[config.mk]
export PLATFORM = sky130hd
export DESIGN_NAME = rsa_modexp_engine_core
export DESIGN_NICKNAME = d
export VERILOG_FILES = /design/src/rtl/rme_pkg.sv /design/src/rtl/rsa_modexp_engine_core.sv /design/src/rtl/rme_mulmod.sv
export SDC_FILE = /design/constraint.sdc
export NUM_CORES = 1
export LEC_CHECK = 0
export BUFFER_PORTS_ARGS = -buffer_cell sky130_fd_sc_hd__buf_2
export CORE_UTILIZATION = 45
export DETAILED_ROUTE_END_ITERATION = 7
export GPL_TIMING_DRIVEN = 1
export HOLD_SLACK_MARGIN = 0.08
export PLACE_DENSITY_LB_ADDON = 0.12
export SLEW_MARGIN = 20
export SYNTH_ARGS = -nofsm -noshare
export SYNTH_HDL_FRONTEND = slang
export SYNTH_SLANG_ARGS = --single-unit
[constraint.sdc]
create_clock -name clk_i -period 10.6 [get_ports clk_i]
set_clock_uncertainty 0.2 [all_clocks]
set_input_delay 0.53 -clock clk_i [delete_from_list [all_inputs] [get_ports clk_i]]
set_output_delay 0.53 -clock clk_i [all_outputs]
set_load 0.03 [all_outputs]
[src/rtl/rme_pkg.sv]
`timescale 1ns / 1ps
package rme_pkg;

  localparam int unsigned RME_WIDTH = 32;
  localparam int unsigned FIELD_W   = 32;
  localparam int unsigned CFG_IDX_W = 2;

  localparam logic [FIELD_W-1:0] MODULUS_RST  = 32'd3233;
  localparam logic [FIELD_W-1:0] PUB_EXP_RST  = 32'd17;
  localparam logic [FIELD_W-1:0] PRIV_EXP_RST = 32'd2753;

  typedef enum logic [CFG_IDX_W-1:0] {
    CFG_MODULUS  = 2'd0,
    CFG_PUB_EXP  = 2'd1,
    CFG_PRIV_EXP = 2'd2
  } rme_cfg_idx_e;

  typedef enum logic {
    OP_ENCRYPT = 1'b0,
    OP_DECRYPT = 1'b1
  } rme_op_e;

  typedef enum logic [2:0] {
    ST_IDLE,
    ST_REDUCE,
    ST_MUL_ACC,
    ST_SQUARE,
    ST_OUT
  } rme_state_e;

  typedef struct packed {
    logic busy;
    logic done;
  } rme_mm_stat_t;

endpackage

[src/rtl/rsa_modexp_engine_core.sv]
`timescale 1ns / 1ps
// Run time grows with the exponent length and the number of set bits in it,
//   and is set by the bit-serial modular multiplier.
// Zero exponent, or modulus below two, returns without running the multiplier.
// Throughput: one transaction at a time; busy stays high until the result strobe.
// Result is shown for one cycle on result_valid_o; the receiver cannot stall it.
// Reset: asynchronous, active low; loads the demonstration key, engine idle.
module rsa_modexp_engine_core #(
  parameter int unsigned WIDTH = rme_pkg::RME_WIDTH
) (
  input  logic                                 clk_i,
  input  logic                                 rst_ni,
  input  logic                                 start,
  output logic                                 busy,
  input  logic                                 operation_i,
  input  logic [rme_pkg::FIELD_W-1:0]          base_value_i,
  output logic                                 result_valid_o,
  output logic [rme_pkg::FIELD_W-1:0]          power_result_o,
  input  logic                                 cfg_valid_i,
  output logic                                 cfg_ready_o,
  input  logic [rme_pkg::CFG_IDX_W-1:0]        cfg_index_i,
  input  logic [rme_pkg::FIELD_W-1:0]          cfg_data_i
);
  import rme_pkg::*;

  localparam int unsigned EXT_W = WIDTH + FIELD_W;

  logic [FIELD_W-1:0] mod_q, pub_q, priv_q;

  rme_state_e   state_q, state_d;
  logic         launch_q, launch_d;
  logic [WIDTH-1:0] m_q, m_d;
  logic [WIDTH-1:0] ex_q, ex_d;
  logic [WIDTH-1:0] base_q, base_d;
  logic [WIDTH-1:0] acc_q, acc_d;
  logic [WIDTH-1:0] res_q, res_d;

  logic [EXT_W-1:0] m_ext, ex_ext, base_ext, res_ext;
  logic [WIDTH-1:0] m_in, ex_in, base_in;
  logic [WIDTH-1:0] mm_a;
  logic [WIDTH-1:0] mm_res;
  rme_mm_stat_t     mm_stat;

  assign cfg_ready_o = 1'b1;

  always_ff @(posedge clk_i or negedge rst_ni) begin
    if (!rst_ni) begin
      mod_q  <= MODULUS_RST;
      pub_q  <= PUB_EXP_RST;
      priv_q <= PRIV_EXP_RST;
    end else if (cfg_valid_i && cfg_ready_o) begin
      case (cfg_index_i)
        CFG_MODULUS:  mod_q  <= cfg_data_i;
        CFG_PUB_EXP:  pub_q  <= cfg_data_i;
        CFG_PRIV_EXP: priv_q <= cfg_data_i;
        default: ;
      endcase
    end
  end

  assign m_ext    = {{WIDTH{1'b0}}, mod_q};
  assign ex_ext   = {{WIDTH{1'b0}}, (operation_i == OP_DECRYPT) ? priv_q : pub_q};
  assign base_ext = {{WIDTH{1'b0}}, base_value_i};
  assign m_in     = m_ext[WIDTH-1:0];
  assign ex_in    = ex_ext[WIDTH-1:0];
  assign base_in  = base_ext[WIDTH-1:0];

  always_comb begin
    case (state_q)
      ST_REDUCE:  mm_a = WIDTH'(1);
      ST_MUL_ACC: mm_a = acc_q;
      default:    mm_a = base_q;
    endcase
  end

  rme_mulmod #(
    .WIDTH (WIDTH)
  ) u_mulmod (
    .clk_i   (clk_i),
    .rst_ni  (rst_ni),
    .start_i (launch_q),
    .a_i     (mm_a),
    .b_i     (base_q),
    .m_i     (m_q),
    .stat_o  (mm_stat),
    .res_o   (mm_res)
  );

  always_comb begin
    state_d  = state_q;
    launch_d = 1'b0;
    m_d      = m_q;
    ex_d     = ex_q;
    base_d   = base_q;
    acc_d    = acc_q;
    res_d    = res_q;
    case (state_q)
      ST_IDLE: begin
        if (start) begin
          if (ex_in == '0) begin
            res_d   = WIDTH'(1);
            state_d = ST_OUT;
          end else if (m_in <= WIDTH'(1)) begin
            res_d   = '0;
            state_d = ST_OUT;
          end else begin
            m_d      = m_in;
            ex_d     = ex_in;
            base_d   = base_in;
            launch_d = 1'b1;
            state_d  = ST_REDUCE;
          end
        end
      end
      ST_REDUCE: begin
        if (mm_stat.done) begin
          base_d   = mm_res;
          acc_d    = WIDTH'(1);
          launch_d = 1'b1;
          state_d  = ex_q[0] ? ST_MUL_ACC : ST_SQUARE;
        end
      end
      ST_MUL_ACC: begin
        if (mm_stat.done) begin
          acc_d = mm_res;
          if (ex_q[WIDTH-1:1] == '0) begin
            res_d   = mm_res;
            state_d = ST_OUT;
          end else begin
            launch_d = 1'b1;
            state_d  = ST_SQUARE;
          end
        end
      end
      ST_SQUARE: begin
        if (mm_stat.done) begin
          base_d   = mm_res;
          ex_d     = {1'b0, ex_q[WIDTH-1:1]};
          launch_d = 1'b1;
          state_d  = ex_q[1] ? ST_MUL_ACC : ST_SQUARE;
        end
      end
      ST_OUT: begin
        state_d = ST_IDLE;
      end
      default: begin
        state_d = ST_IDLE;
      end
    endcase
  end

  always_ff @(posedge clk_i or negedge rst_ni) begin
    if (!rst_ni) begin
      state_q  <= ST_IDLE;
      launch_q <= 1'b0;
    end else begin
      state_q  <= state_d;
      launch_q <= launch_d;
    end
  end

  always_ff @(posedge clk_i) begin
    m_q    <= m_d;
    ex_q   <= ex_d;
    base_q <= base_d;
    acc_q  <= acc_d;
    res_q  <= res_d;
  end

  assign busy           = (state_q != ST_IDLE);
  assign result_valid_o = (state_q == ST_OUT);
  assign res_ext        = {{FIELD_W{1'b0}}, res_q};
  assign power_result_o = res_ext[FIELD_W-1:0];

  a_start_busy: assert property (@(posedge clk_i) disable iff (!rst_ni)
    (start && !busy) |=> busy)
    else $error("accepted transaction did not raise busy");

  a_result_once: assert property (@(posedge clk_i) disable iff (!rst_ni)
    result_valid_o |=> !result_valid_o && !busy)
    else $error("result strobe not followed by idle");

  a_launch_idle: assert property (@(posedge clk_i) disable iff (!rst_ni)
    launch_q |-> !mm_stat.busy && (state_q != ST_IDLE) && (state_q != ST_OUT))
    else $error("multiplier launched outside a multiply step");

endmodule

[src/rtl/rme_mulmod.sv]
`timescale 1ns / 1ps
module rme_mulmod #(
  parameter int unsigned WIDTH = rme_pkg::RME_WIDTH
) (
  input  logic                  clk_i,
  input  logic                  rst_ni,
  input  logic                  start_i,
  input  logic [WIDTH-1:0]      a_i,
  input  logic [WIDTH-1:0]      b_i,
  input  logic [WIDTH-1:0]      m_i,
  output rme_pkg::rme_mm_stat_t stat_o,
  output logic [WIDTH-1:0]      res_o
);
  import rme_pkg::*;

  localparam int unsigned CNT_W = $clog2(WIDTH);

  logic             busy_q, busy_d;
  logic             done_q, done_d;
  logic [CNT_W-1:0] cnt_q, cnt_d;
  logic [WIDTH-1:0] r_q, r_d;
  logic [WIDTH-1:0] a_q, a_d;
  logic [WIDTH-1:0] b_q, b_d;
  logic [WIDTH-1:0] m_q, m_d;

  logic [WIDTH:0]   m_ext;
  logic [WIDTH:0]   dbl_sum;
  logic [WIDTH-1:0] dbl_mod;
  logic [WIDTH:0]   add_sum;
  logic [WIDTH-1:0] add_mod;
  logic [WIDTH-1:0] step_res;

  // one MSB-first step: r = 2r mod m, then add a mod m when the bit is set
  always_comb begin
    m_ext   = {1'b0, m_q};
    dbl_sum = {1'b0, r_q} + {1'b0, r_q};
    if (dbl_sum >= m_ext) begin
      dbl_mod = WIDTH'(dbl_sum - m_ext);
    end else begin
      dbl_mod = dbl_sum[WIDTH-1:0];
    end
    add_sum = {1'b0, dbl_mod} + {1'b0, a_q};
    if (add_sum >= m_ext) begin
      add_mod = WIDTH'(add_sum - m_ext);
    end else begin
      add_mod = add_sum[WIDTH-1:0];
    end
    step_res = b_q[WIDTH-1] ? add_mod : dbl_mod;
  end

  always_comb begin
    busy_d = busy_q;
    done_d = 1'b0;
    cnt_d  = cnt_q;
    r_d    = r_q;
    a_d    = a_q;
    b_d    = b_q;
    m_d    = m_q;
    if (start_i) begin
      busy_d = 1'b1;
      cnt_d  = CNT_W'(WIDTH - 1);
      r_d    = '0;
      a_d    = a_i;
      b_d    = b_i;
      m_d    = m_i;
    end else if (busy_q) begin
      r_d   = step_res;
      b_d   = {b_q[WIDTH-2:0], 1'b0};
      cnt_d = cnt_q - 1'b1;
      if (cnt_q == '0) begin
        busy_d = 1'b0;
        done_d = 1'b1;
      end
    end
  end

  always_ff @(posedge clk_i or negedge rst_ni) begin
    if (!rst_ni) begin
      busy_q <= 1'b0;
      done_q <= 1'b0;
      cnt_q  <= '0;
    end else begin
      busy_q <= busy_d;
      done_q <= done_d;
      cnt_q  <= cnt_d;
    end
  end

  always_ff @(posedge clk_i) begin
    r_q <= r_d;
    a_q <= a_d;
    b_q <= b_d;
    m_q <= m_d;
  end

  assign stat_o.busy = busy_q;
  assign stat_o.done = done_q;
  assign res_o       = r_q;

  a_no_start_busy: assert property (@(posedge clk_i) disable iff (!rst_ni)
    start_i |-> !busy_q)
    else $error("multiplier started while busy");

  a_done_pulse: assert property (@(posedge clk_i) disable iff (!rst_ni)
    done_q |=> !done_q)
    else $error("multiplier done held for more than one cycle");

  a_rem_bound: assert property (@(posedge clk_i) disable iff (!rst_ni)
    busy_q |-> (r_q < m_q) && (a_q < m_q))
    else $error("multiplier operand or partial result not below modulus");

endmodule

=== After elaboration in Yosys (flattened, before gate mapping) ===
Index checks and enable logic that the tools add are counted.

* ROM bits: 0
* RAM bits: 0
* Bits in latches: 0
* Flip-flop bits (word level): 395
* Input bits: 71
* Word-level logic and storage cells: 113
* Memories: 0
* Output and inout bits: 35

* Equal/unequal tests: 15
* Mux-type cells: 50
* Multipliers: 0
* Add/sub/neg operators: 5
* $lt $le $gt $ge: 3
* Reductions and logical operators: 21
* Div/mod/pow operators: 0
* Shift-type cells: 0
* Bitwise operators: 2

{| class="wikitable"
|+ Operators with widths
! cell !! count
|-
| two-way mux 32 bit || 20
|-
| case mux 32 bit (2 select lines) || 5
|-
| adder 32 x 32 -> 33 bit || 2
|-
| >= comparator 33 x 32 -> 1 bit || 2
|-
| subtractor 32 bit || 2
|-
| <= comparator 32 x 1 -> 1 bit (second input constant) || 1
|-
| logical NOT 32 bit || 1
|-
| logical NOT 31 bit || 1
|-
| two-way mux 3 bit || 7
|-
| AND reduction 5 bit || 3
|-
| two-way mux 1 bit || 14
|-
| case mux 3 bit (4 select lines) || 1
|-
| two-way mux 5 bit || 2
|-
| nonzero test 2 bit || 5
|-
| inequality test 2 x 1 -> 1 bit (second input constant) || 4
|-
| inequality test 2 bit (second input constant) || 4
|-
| AND reduction 4 bit || 2
|-
| equality test 3 x 2 -> 1 bit (second input constant) || 2
|-
| AND reduction 2 bit || 3
|-
| logical NOT 5 bit || 1
|-
| subtractor 5 x 1 -> 5 bit (second input constant) || 1
|-
| equality test 3 x 1 -> 1 bit (second input constant) || 1
|-
| equality test 3 bit (second input constant) || 1
|-
| logical NOT 3 bit || 1
|-
| 9 further kinds || 10
|}

=== Longest topological paths before layout ===
Gate-level depths: netlist of the first run.

* Depth after elaboration: 7
* Gate-level depth with buffers: 35
* Depth with buffers taken out: 31

=== By module ===
From an unflattened synthesis of the first run, not the netlist that was laid out.

* Cells, all modules: 1926
* Area, all modules: 21360.5 um^2

{| class="wikitable"
|+ Modules (own cells, without submodules)
! module !! cells each !! instances !! area an instance (um^2)
|-
| rme_mulmod || 1177 || 1 || 10800.4
|-
| rsa_modexp_engine_core || 749 || 1 || 10560.1
|}

=== Least setup slack after synthesis of the first run ===
No wires, ideal clock.

* Path kind: register to register
* Start point: register u_mulmod.m_q[6]
* End point: register u_mulmod.r_q[9] (netlist: u_mulmod.res_o[9])
* Setup slack: 3.597 ns
* Data required time: 10.278 ns
* Arrival: 6.681 ns
* Stages on the path, launching flop included: 32
* Cells stage by stage: edfxtp_1 inv_1 ha_1 buf_2 nand2_1 a2111oi_2 nor3_1 a211oi_2 a21oi_2 o211ai_4 buf_6 mux2_2 ha_1 a21o_1 nor3_1 a211oi_1 or3_1 a31o_2 a21oi_1 xnor2_1 ha_1 nand4_1 or4_1 a211o_1 a31oi_2 or2_4 a211o_1 buf_6 buf_12 mux2i_1 nor2_1 a221o_1

* Cells in the longest elaborated chain, start to end: 6
* Elaborated cells between the ends (all ways): 8
* Classes of those cells: 3 x add/sub; 2 x order compare; 3 x mux

{| class="wikitable"
|+ RTL lines
! what !! line !! source
|-
| start: declaration || rme_mulmod.sv:24 || <nowiki>logic [WIDTH-1:0] m_q, m_d;</nowiki>
|-
| start signal: assignment || rme_mulmod.sv:93 || <nowiki>m_q <= m_d;</nowiki>
|-
| subtractor 32 bit / >= comparator 33 x 32 -> 1 bit (equally long branches) || rme_mulmod.sv:38, rme_mulmod.sv:37 ||
|-
| two-way mux 32 bit || rme_mulmod.sv:37 || <nowiki>if (dbl_sum >= m_ext) begin</nowiki>
|-
| adder 32 x 32 -> 33 bit || rme_mulmod.sv:42 || <nowiki>add_sum = {1'b0, dbl_mod} + {1'b0, a_q};</nowiki>
|-
| subtractor 32 bit / >= comparator 33 x 32 -> 1 bit (equally long branches) || rme_mulmod.sv:44, rme_mulmod.sv:43 ||
|-
| two-way mux 32 bit || rme_mulmod.sv:43 || <nowiki>if (add_sum >= m_ext) begin</nowiki>
|-
| two-way mux 32 bit * || rme_mulmod.sv:48 || <nowiki>step_res = b_q[WIDTH-1] ? add_mod : dbl_mod;</nowiki>
|-
| end signal: assignment || rme_mulmod.sv:90 || <nowiki>r_q <= r_d;</nowiki>
|-
| end: declaration || rme_mulmod.sv:21 || <nowiki>logic [WIDTH-1:0] r_q, r_d;</nowiki>
|}

Mark *: on every way between the ends. The rest lies on a longest branch, timed or not.
A chain may end at the register's enable or synchronous reset.

=== Final worst setup path of the first run ===
* Start point: register u_mulmod.m_q[11]
* End point: register u_mulmod.r_q[2] (netlist: u_mulmod.res_o[2])

* Cells in the longest elaborated chain, start to end: 6
* Elaborated cells between the ends (all ways): 8
* Classes of those cells: 3 x add/sub; 2 x order compare; 3 x mux

{| class="wikitable"
|+ RTL lines
! what !! line
|-
| >= comparator 33 x 32 -> 1 bit / subtractor 32 bit (equally long branches) || rme_mulmod.sv:37, rme_mulmod.sv:38
|-
| two-way mux 32 bit || rme_mulmod.sv:37
|-
| adder 32 x 32 -> 33 bit || rme_mulmod.sv:42
|-
| subtractor 32 bit / >= comparator 33 x 32 -> 1 bit (equally long branches) || rme_mulmod.sv:44, rme_mulmod.sv:43
|-
| two-way mux 32 bit || rme_mulmod.sv:43
|-
| two-way mux 32 bit * || rme_mulmod.sv:48
|}

Marks and branches as above.

==> impl_results.rst, run 1 <==
.. list-table::
   :header-rows: 1

   * - Metric
     - Value
   * - Final number of max-transition violations
     - 0
   * - Count of nets left with antenna violations after detail routing
     - 0
   * - Number of max-capacitance violations reported
     - 0
   * - Depth of the CTS H-tree
     - 2
   * - Placeable core region
     - around 0.048 mm^2
   * - Post-synth EDFFs
     - 256
   * - Number of nets in the synthesized netlist
     - 2124
   * - Final antenna diode count
     - 0
   * - Largest fanout on the critical path
     - 25
   * - Number of endpoints with negative hold slack in the final report
     - 0
   * - Buffers plus inverters on the worst setup path
     - 4
   * - Cell area after synthesis
     - 0.0217 mm^2
   * - Detailed route wirelength on metal3
     - 4410 um
   * - Aggregate negative setup slack
     - 0 ns
   * - Post-synthesis to final-layout area growth
     - 14.8%
   * - Starting density of the core
     - 45.6%
   * - Endpoint required time on the critical path
     - around 11 ns
   * - Least-Margin Pin Slew
     - 0.994 ns
   * - Global router's overall resource usage
     - a little over a quarter
   * - Average cell area after synthesis
     - 11.1 um^2
   * - Count of fill cells added during filler insertion
     - 4235
   * - Number of buffers inserted by port buffering
     - around 100
   * - Number of global-route vias before repair
     - 16000
   * - TritonCTS clock tree
     - done
   * - Total vias in the final route
     - 16100
   * - Worst hold-check path type
     - in -> reg
   * - Max-Slew Margin vs Limit
     - 33.4%
   * - GP Congestion
     - 0.976
   * - Max stage delay cell, worst path
     - sky130_fd_sc_hd__o211ai_4
   * - Commonest register cell after synthesis
     - sky130_fd_sc_hd__edfxtp_1
   * - Post-synthesis async set-or-reset flop share
     - 27.1%
   * - Register bit total from synthesis
     - around 400
   * - Core utilization of the finished layout
     - 52.3%
   * - Number of cells upsized or downsized after cts
     - 0
   * - Critical path endpoint category
     - flop
   * - Vertical die dimension
     - 222 um
   * - CTS Buffer Depth
     - 3
   * - Critical Path Stages
     - 31
   * - Iteration-0 DRC count of the detailed router
     - 1338
   * - Wire length on met1
     - 30900 um
   * - Total die area
     - approximately 0.049 mm^2
   * - Grt ovf
     - 0
   * - Post-layout minimum cycle time
     - between 9 and 10 ns
   * - Yosys warnings
     - 0
   * - DR vias/cell
     - around 6
   * - Final WL
     - 65800 um
   * - Largest net degree at the start of global routing
     - 64
   * - Clk pin slew, worst setup/hold paths
     - 0.07 ns
   * - Run status
     - complete, no violations
   * - Hpwl dp
     - 48600 um
   * - Ports
     - 106
   * - Library cells used by synthesis
     - 84
   * - Drt first pass iters
     - 5
   * - Met2 routed wirelength
     - ~29000 um
   * - Syn Inst Count
     - 1952
   * - Die Width
     - 222 um
   * - Number of clock buffers inserted by TritonCTS
     - 44
   * - CP peak stage delay
     - ~0.81 ns
   * - Achievable clock frequency
     - 101 MHz
   * - Number of cells traversed by the worst register-to-register path
     - 31
   * - Number of antenna violations at the first check in global routing
     - 0
   * - Hold path cells
     - 3
   * - Cell type group with the largest total delay on the critical path
     - compound AO/OA/AOI/OAI gates
   * - Setup repair after global routing missed its margin
     - false
   * - Highest routed layer
     - met4
   * - Worst-Skew Late Latency
     - 0.58 ns
   * - Final cycle utilization of the critical path
     - 93.1%
   * - Num rows
     - 80
   * - Wire length of the first global-routing pass
     - 98800 um
   * - Seq/Total Area, Yosys
     - 50.8%
   * - Wirelength per Cell
     - 24.0 um
   * - Category of the worst setup path launch point
     - flop
   * - Total number of clock tree sinks
     - about 400
   * - Category of the most critical setup path
     - reg -> reg
   * - CTS root buf
     - sky130_fd_sc_hd__clkbuf_16
   * - Setup violators final
     - 0
   * - Worst endpoint data arrival time
     - 10.15 ns
   * - Share of final-layout standard cells stronger than drive strength 1
     - 18.8%
   * - Remaining design rule violation count
     - 0
   * - Nets@finish
     - 2262
-- through the flow --
step | instance area, um^2 | worst slack [ns] | instances | hold slack (ns)
floorplan | 21700 | 3.60 | 1952 | 0.0344
global placement | 22800 | 0.745 | 2597 | 0.204
detailed placement | 22800 | 0.827 | 2598 | 0.205
CTS | 24900 | 0.770 | 2740 | 0.0802
global route | 24900 | 0.177 | 2740 | 0.0811
finish | 24900 | 0.731 | 2740 | 0.0901
-- final cells by class --
type	count	area [um^2]	share of cell area [%]
Clock buffer	56	1200	4.81
Clock inverter	25	294	1.18
Inverter	75	282	1.13
Multi-Input combinational cell	1384	10000	40.1
Sequential cell	395	11000	44.3
Tap cell	615	769	3.09
Timing Repair Buffer	190	1340	5.38
-- cell families (layout without fill, tap and decap cells) --
| group | after synthesis | in the layout | share of synthesized area, % |
|---|---|---|---|
| other | 1 | 1 | 0.0173 |
| XOR/XNOR | 78 | 78 | 3.15 |
| adder cells (fa/ha/maj) | 101 | 101 | 5.93 |
| flip-flops | 395 | 395 | 50.8 |
| AO/OA/AOI/OAI | 461 | 461 | 15.0 |
| multiplexers | 185 | 185 | 9.40 |
| buffers and inverters | 173 | 346 | 3.44 |
| AND/OR/NAND/NOR | 558 | 558 | 12.3 |
-- registers in the layout (all words and copies together), names as in the netlist, 3 cells and up --
register,cells
ex_q,32
u_mulmod.b_q,32
m_q,32
m_in,32
pub_q,32
state_q,3
u_mulmod.cnt_q,5
u_mulmod.m_q,32
power_result_o,32
u_mulmod.res_o,32
priv_q,32
acc_q,32
base_q,32
u_mulmod.a_q,32
-- Yosys cell counts (6+ instances only) --
| cell | n | share of area (%) |
|---|---|---|
| sky130_fd_sc_hd__o21a_1 | 8 | 0.28 |
| sky130_fd_sc_hd__a211oi_1 | 17 | 0.59 |
| sky130_fd_sc_hd__mux2_2 | 140 | 7.3 |
| sky130_fd_sc_hd__nand3_1 | 32 | 0.74 |
| sky130_fd_sc_hd__dfstp_2 | 12 | 1.5 |
| sky130_fd_sc_hd__and3_1 | 12 | 0.35 |
| sky130_fd_sc_hd__inv_1 | 75 | 1.3 |
| sky130_fd_sc_hd__o21bai_1 | 14 | 0.48 |
| sky130_fd_sc_hd__a221o_1 | 21 | 0.97 |
| sky130_fd_sc_hd__o31ai_1 | 6 | 0.21 |
| sky130_fd_sc_hd__dfrtp_1 | 95 | 11 |
| sky130_fd_sc_hd__a21o_1 | 43 | 1.5 |
| sky130_fd_sc_hd__o31a_1 | 6 | 0.24 |
| sky130_fd_sc_hd__a31oi_1 | 13 | 0.37 |
| sky130_fd_sc_hd__nor2_1 | 133 | 2.3 |
| sky130_fd_sc_hd__nand4_1 | 30 | 0.86 |
| sky130_fd_sc_hd__a211o_1 | 11 | 0.44 |
| sky130_fd_sc_hd__xor2_1 | 25 | 1.0 |
| sky130_fd_sc_hd__nor2b_1 | 15 | 0.43 |
| sky130_fd_sc_hd__a21oi_1 | 137 | 3.2 |
| sky130_fd_sc_hd__a22oi_1 | 6 | 0.21 |
| sky130_fd_sc_hd__a22o_1 | 31 | 1.3 |
| sky130_fd_sc_hd__buf_4 | 8 | 0.28 |
| sky130_fd_sc_hd__dfxtp_1 | 32 | 3.0 |
| sky130_fd_sc_hd__nor3_1 | 22 | 0.51 |
| sky130_fd_sc_hd__and4_1 | 8 | 0.32 |
| sky130_fd_sc_hd__edfxtp_1 | 256 | 35 |
| sky130_fd_sc_hd__nor4_1 | 35 | 1.0 |
| sky130_fd_sc_hd__ha_1 | 98 | 5.6 |
| sky130_fd_sc_hd__o21ai_0 | 53 | 1.2 |
| sky130_fd_sc_hd__and2_1 | 40 | 1.2 |
| sky130_fd_sc_hd__or3_1 | 6 | 0.17 |
| sky130_fd_sc_hd__buf_2 | 14 | 0.32 |
| sky130_fd_sc_hd__nand2b_1 | 18 | 0.52 |
| sky130_fd_sc_hd__o211ai_1 | 15 | 0.52 |
| sky130_fd_sc_hd__clkbuf_1 | 63 | 1.1 |
| sky130_fd_sc_hd__nand2_1 | 185 | 3.2 |
| sky130_fd_sc_hd__mux2i_1 | 44 | 2.0 |
| sky130_fd_sc_hd__xnor2_1 | 53 | 2.1 |
| sky130_fd_sc_hd__a21oi_2 | 13 | 0.52 |
-- placed cells by master (no fill, tap or decap), drive strengths merged, types with 57 or more instances in the layout --
cell | netlist | layout
dfrtp | 95 | 95
nor2 | 133 | 133
nand2 | 185 | 185
mux2 | 140 | 140
inv | 75 | 78
a21oi | 150 | 150
ha | 98 | 98
dlygate4sd3 | 0 | 61
o21ai | 57 | 57
edfxtp | 256 | 256
buf | 32 | 129
-- tightest hold or removal path, cell delays in order --
cell                      delay (ns)
sky130_fd_sc_hd__buf_2          0.08
sky130_fd_sc_hd__nand2_1        0.07
sky130_fd_sc_hd__o21ai_0        0.08
-- routing by layer --
| metal | vias to the layer above | global-route usage, % |
|---|---|---|
| met5 | - | 0 |
| met4 | 0 | 5.62 |
| met3 | 74 | 5.00 |
| met2 | 529 | 41.2 |
| met1 | 7932 | 38.8 |
| li1 | 7574 | - |
-- final timing paths --
path	start	to	slack (ns)
max in group asynchronous	rst_ni	launch_q$_DFF_PN0_	8.70
max reg2reg	u_mulmod.m_q[11]$_DFFE_PP_	u_mulmod.res_o[2]$_SDFFE_PP0P_	0.73
min in group asynchronous	rst_ni	u_mulmod.cnt_q[4]$_DFFE_PN0P_	0.39
min reg2reg	m_q[26]$_DFFE_PP_	u_mulmod.m_q[26]$_DFFE_PP_	0.22
max	u_mulmod.m_q[11]$_DFFE_PP_	u_mulmod.res_o[2]$_SDFFE_PP0P_	0.73
min	base_value_i[0]	base_q[0]$_DFFE_PP_	0.09
-- timing repair --
| item | CTS | global route |
|---|---|---|
| hold buffers | 61 | 0 |
| buffers inserted | 0 | 0 |
| endpoints found under the hold margin | 180 | 0 |
Power of run 1 is left out: the tool's default activity adds up to more than one toggle a clock period on the data nets, which glitch-free logic cannot reach.
==> run 2: changes to the inputs <==
ABC_AREA = 1   (was unset)
==> impl_results.rst, run 2 <==
.. list-table::
   :header-rows: 1

   * - Metric
     - Value
   * - Leakage power of the design
     - 13.8 nW
   * - GP Congestion
     - 1.05
   * - DR vias/cell
     - 5.24
   * - Maximum VDD drop
     - between 0.1 and 0.15 mV
   * - Post-layout minimum cycle time
     - 8.08 ns
   * - CTS root buf
     - sky130_fd_sc_hd__clkbuf_16
   * - Most common cell after layout, fill and taps aside
     - sky130_fd_sc_hd__nand2_1
   * - Drt first pass iters
     - 6
   * - Final antenna diode count
     - 0
   * - Category of the worst setup path launch point
     - flop
   * - TritonCTS clock tree
     - done
   * - CTS Buffer Depth
     - 3
   * - Post-CTS Repair Setup Buffers
     - 0
   * - Number of antenna violations at the first check in global routing
     - 0
   * - Commonest register cell after synthesis
     - sky130_fd_sc_hd__edfxtp_1
   * - Top cells by count, synth
     - 1142 x sky130_fd_sc_hd__nand2_1, 516 x sky130_fd_sc_hd__inv_1, 271 x sky130_fd_sc_hd__nor2_1, 256 x sky130_fd_sc_hd__edfxtp_1, 214 x sky130_fd_sc_hd__o21ai_0
   * - Pwr Total
     - 3.41 mW
   * - Number of clock buffers inserted by TritonCTS
     - 43
   * - Grt ovf
     - 0
   * - Final non-filler cell area
     - 0.0275 mm^2
   * - Max-Slew Margin vs Limit
     - 28.2%
   * - Most area-consuming cells after synthesis
     - sky130_fd_sc_hd__edfxtp_1 32%, sky130_fd_sc_hd__nand2_1 18%, sky130_fd_sc_hd__dfrtp_1 9.8%
   * - Remaining design rule violation count
     - 0
   * - Number of global-route vias before repair
     - 20400
   * - Total number of clock tree sinks
     - 395
   * - Worst-Skew Late Latency
     - just under 0.6 ns
   * - Endpoint required time on the critical path
     - roughly 11 ns
   * - Cell area after synthesis
     - roughly 0.024 mm^2
   * - Nets@finish
     - 3571
   * - Number of max-capacitance violations reported
     - 0
   * - Leading cell types in the layout, fill and taps excluded
     - 1141 x sky130_fd_sc_hd__nand2_1, 514 x sky130_fd_sc_hd__inv_1, 269 x sky130_fd_sc_hd__nor2_1
   * - Worst hold-check path type
     - in -> reg
   * - Syn Inst Count
     - 3268
   * - Core utilization of the finished layout
     - 51.8%
   * - Number of cells traversed by the worst register-to-register path
     - 39
   * - Buffers plus inverters on the worst setup path
     - 3
   * - CP peak stage delay
     - 0.68 ns
   * - Critical path endpoint category
     - flop
   * - Aggregate negative setup slack
     - 0 ns
   * - Pre-CTS WS
     - 2.83 ns
   * - Num rows
     - between 80 and 90
   * - Cell type group with the largest total delay on the critical path
     - simple AND/OR/NAND/NOR gates
   * - Die Width
     - 235 um
   * - Depth of the CTS H-tree
     - 2
   * - Post-synth EDFFs
     - about 260
   * - Number of nets in the synthesized netlist
     - 3440
   * - Setup repair after global routing missed its margin
     - false
   * - Critical Path Stages
     - 39
   * - Leading area contributor after synthesis
     - sky130_fd_sc_hd__edfxtp_1
   * - Final instance count without filler cells
     - ~4100
   * - Worst endpoint data arrival time
     - around 8.4 ns
   * - Run status
     - complete, no violations
   * - Cell mode on critical path
     - sky130_fd_sc_hd__nand2_1
   * - Ports
     - roughly 110
   * - Largest net degree at the start of global routing
     - 84
   * - Wire length of the first global-routing pass
     - 125000 um
   * - DP Area
     - 0.0255 mm^2
   * - R2R Setup Slk
     - 2.52 ns
   * - Register bit total from synthesis
     - 395
   * - Number of endpoints with negative hold slack in the final report
     - 0
   * - Total vias in the final route
     - 21600
   * - Dominant cell by count in the synthesized netlist
     - sky130_fd_sc_hd__nand2_1
   * - Post-synthesis async set-or-reset flop share
     - 27.1%
   * - Count of nets left with antenna violations after detail routing
     - 0
   * - Least-Margin Pin Slew
     - 1.07 ns
   * - Library cells used by synthesis
     - 47
   * - Final WL
     - 84200 um
   * - Vertical die dimension
     - between 200 and 250 um
   * - Share of final-layout standard cells stronger than drive strength 1
     - 7.95%
   * - Top-area cell type share of the netlist area
     - 31.5%
   * - Final cycle utilization of the critical path
     - 76.2%
   * - Hold Slack
     - 0.0913 ns
   * - Clk pin slew, worst setup/hold paths
     - 0.06 ns
   * - Wirelength per Cell
     - 20.4 um
   * - Max stage delay cell, worst path
     - sky130_fd_sc_hd__nand2_2
   * - Achievable clock frequency
     - 124 MHz
   * - Placed cells
     - 3984
   * - Hold path cells
     - 3
   * - Global router's overall resource usage
     - 30.2%
   * - Starting density of the core
     - between 40% and 50%
   * - Average cell area after synthesis
     - between 7 and 8 um^2
   * - Total die area
     - around 0.055 mm^2
   * - Hpwl dp
     - between 60000 and 70000 um
   * - Seq/Total Area, Yosys
     - 45.2%
   * - Worst-case setup margin in the final layout
     - roughly 2.5 ns
   * - Largest fanout on the critical path
     - 36
   * - Category of the most critical setup path
     - reg -> reg
   * - Placeable core region
     - 0.0531 mm^2
   * - Iteration-0 DRC count of the detailed router
     - between 2000 and 2500
   * - Setup violators final
     - 0
   * - Yosys warnings
     - 0
   * - Number of cells upsized or downsized after cts
     - 0
   * - Final number of max-transition violations
     - 0
   * - Power per cell area
     - about 120 mW/mm^2
   * - Post-synthesis to final-layout area growth
     - 12.8%
   * - Number of buffers inserted by port buffering
     - 104
==> run 2: worst register-to-register path, delay by kind of cell (launching register included) <==
kind / cells / cell delay [ns]
AND/OR/NAND/NOR: 31 / 5.09
flip-flops: 1 / 0.37
adder cells (fa/ha/maj): 3 / 1.22
buffers and inverters: 3 / 0.52
AO/OA/AOI/OAI: 1 / 0.19
XOR/XNOR: 1 / 0.41
==> run 2: kinds of logic after synthesis <==
kind of cell               synth area share (%)
adders and majority gates                  5.28
other                                    0.0154
muxes                                     0.801
xor gates and xnor gates                   1.65
AOI/OAI and AO/OA                          7.44
and+or+nand+nor                            29.7
buffers and inverters                      9.86
DFF                                        45.2
==> run 2: timing repair <==
action	4_1_cts	5_1_grt
hold buffers	57	1
setup endpoints to repair	0	0
hold endpoints to repair	132	1
==> run 2: power breakdown <==
part	total, mW	internal [mW]	switching, mW
Combinational	0.165	0.0744	0.0907
Sequential	1.74	1.70	0.0361
Clock	1.50	0.881	0.620
Total	3.41	2.66	0.747
==> run 2: layout make-up <==
class                           instances  area, um^2
Clock buffer                           66        1230
Clock inverter                         13         169
Fill cell                            5125       25600
Inverter                              530        1990
Multi-Input combinational cell       2254       11000
Sequential cell                       395       11000
Tap cell                              688         861
Timing Repair Buffer                  175        1200
==> run 2: metal layers <==
layer / vias to the layer above / track usage (%) / wire (um)
met1: 10000 / 40.9 / 36100
li1: 10600 / - / -
met5: - / 0 / 0
met4: 0 / 11.2 / 3190
met3: 131 / 4.11 / 5940
met2: 841 / 49.5 / 38900
==> run 2: path summary, 6_finish.rpt <==
path                                                 start                              to
worst max-delay path            u_mulmod.m_q[11]$_DFFE_PP_  u_mulmod.res_o[6]$_SDFFE_PP0P_
worst min-delay path                       base_value_i[0]             base_q[0]$_DFFE_PP_
worst max register to register  u_mulmod.m_q[11]$_DFFE_PP_  u_mulmod.res_o[6]$_SDFFE_PP0P_
worst min register to register           m_q[31]$_DFFE_PP_      u_mulmod.m_q[31]$_DFFE_PP_
max in group asynchronous                           rst_ni              launch_q$_DFF_PN0_
min in group asynchronous                           rst_ni          priv_q[22]$_DFFE_PN0P_
No activity file was read; power rests on OpenSTA's default activity.
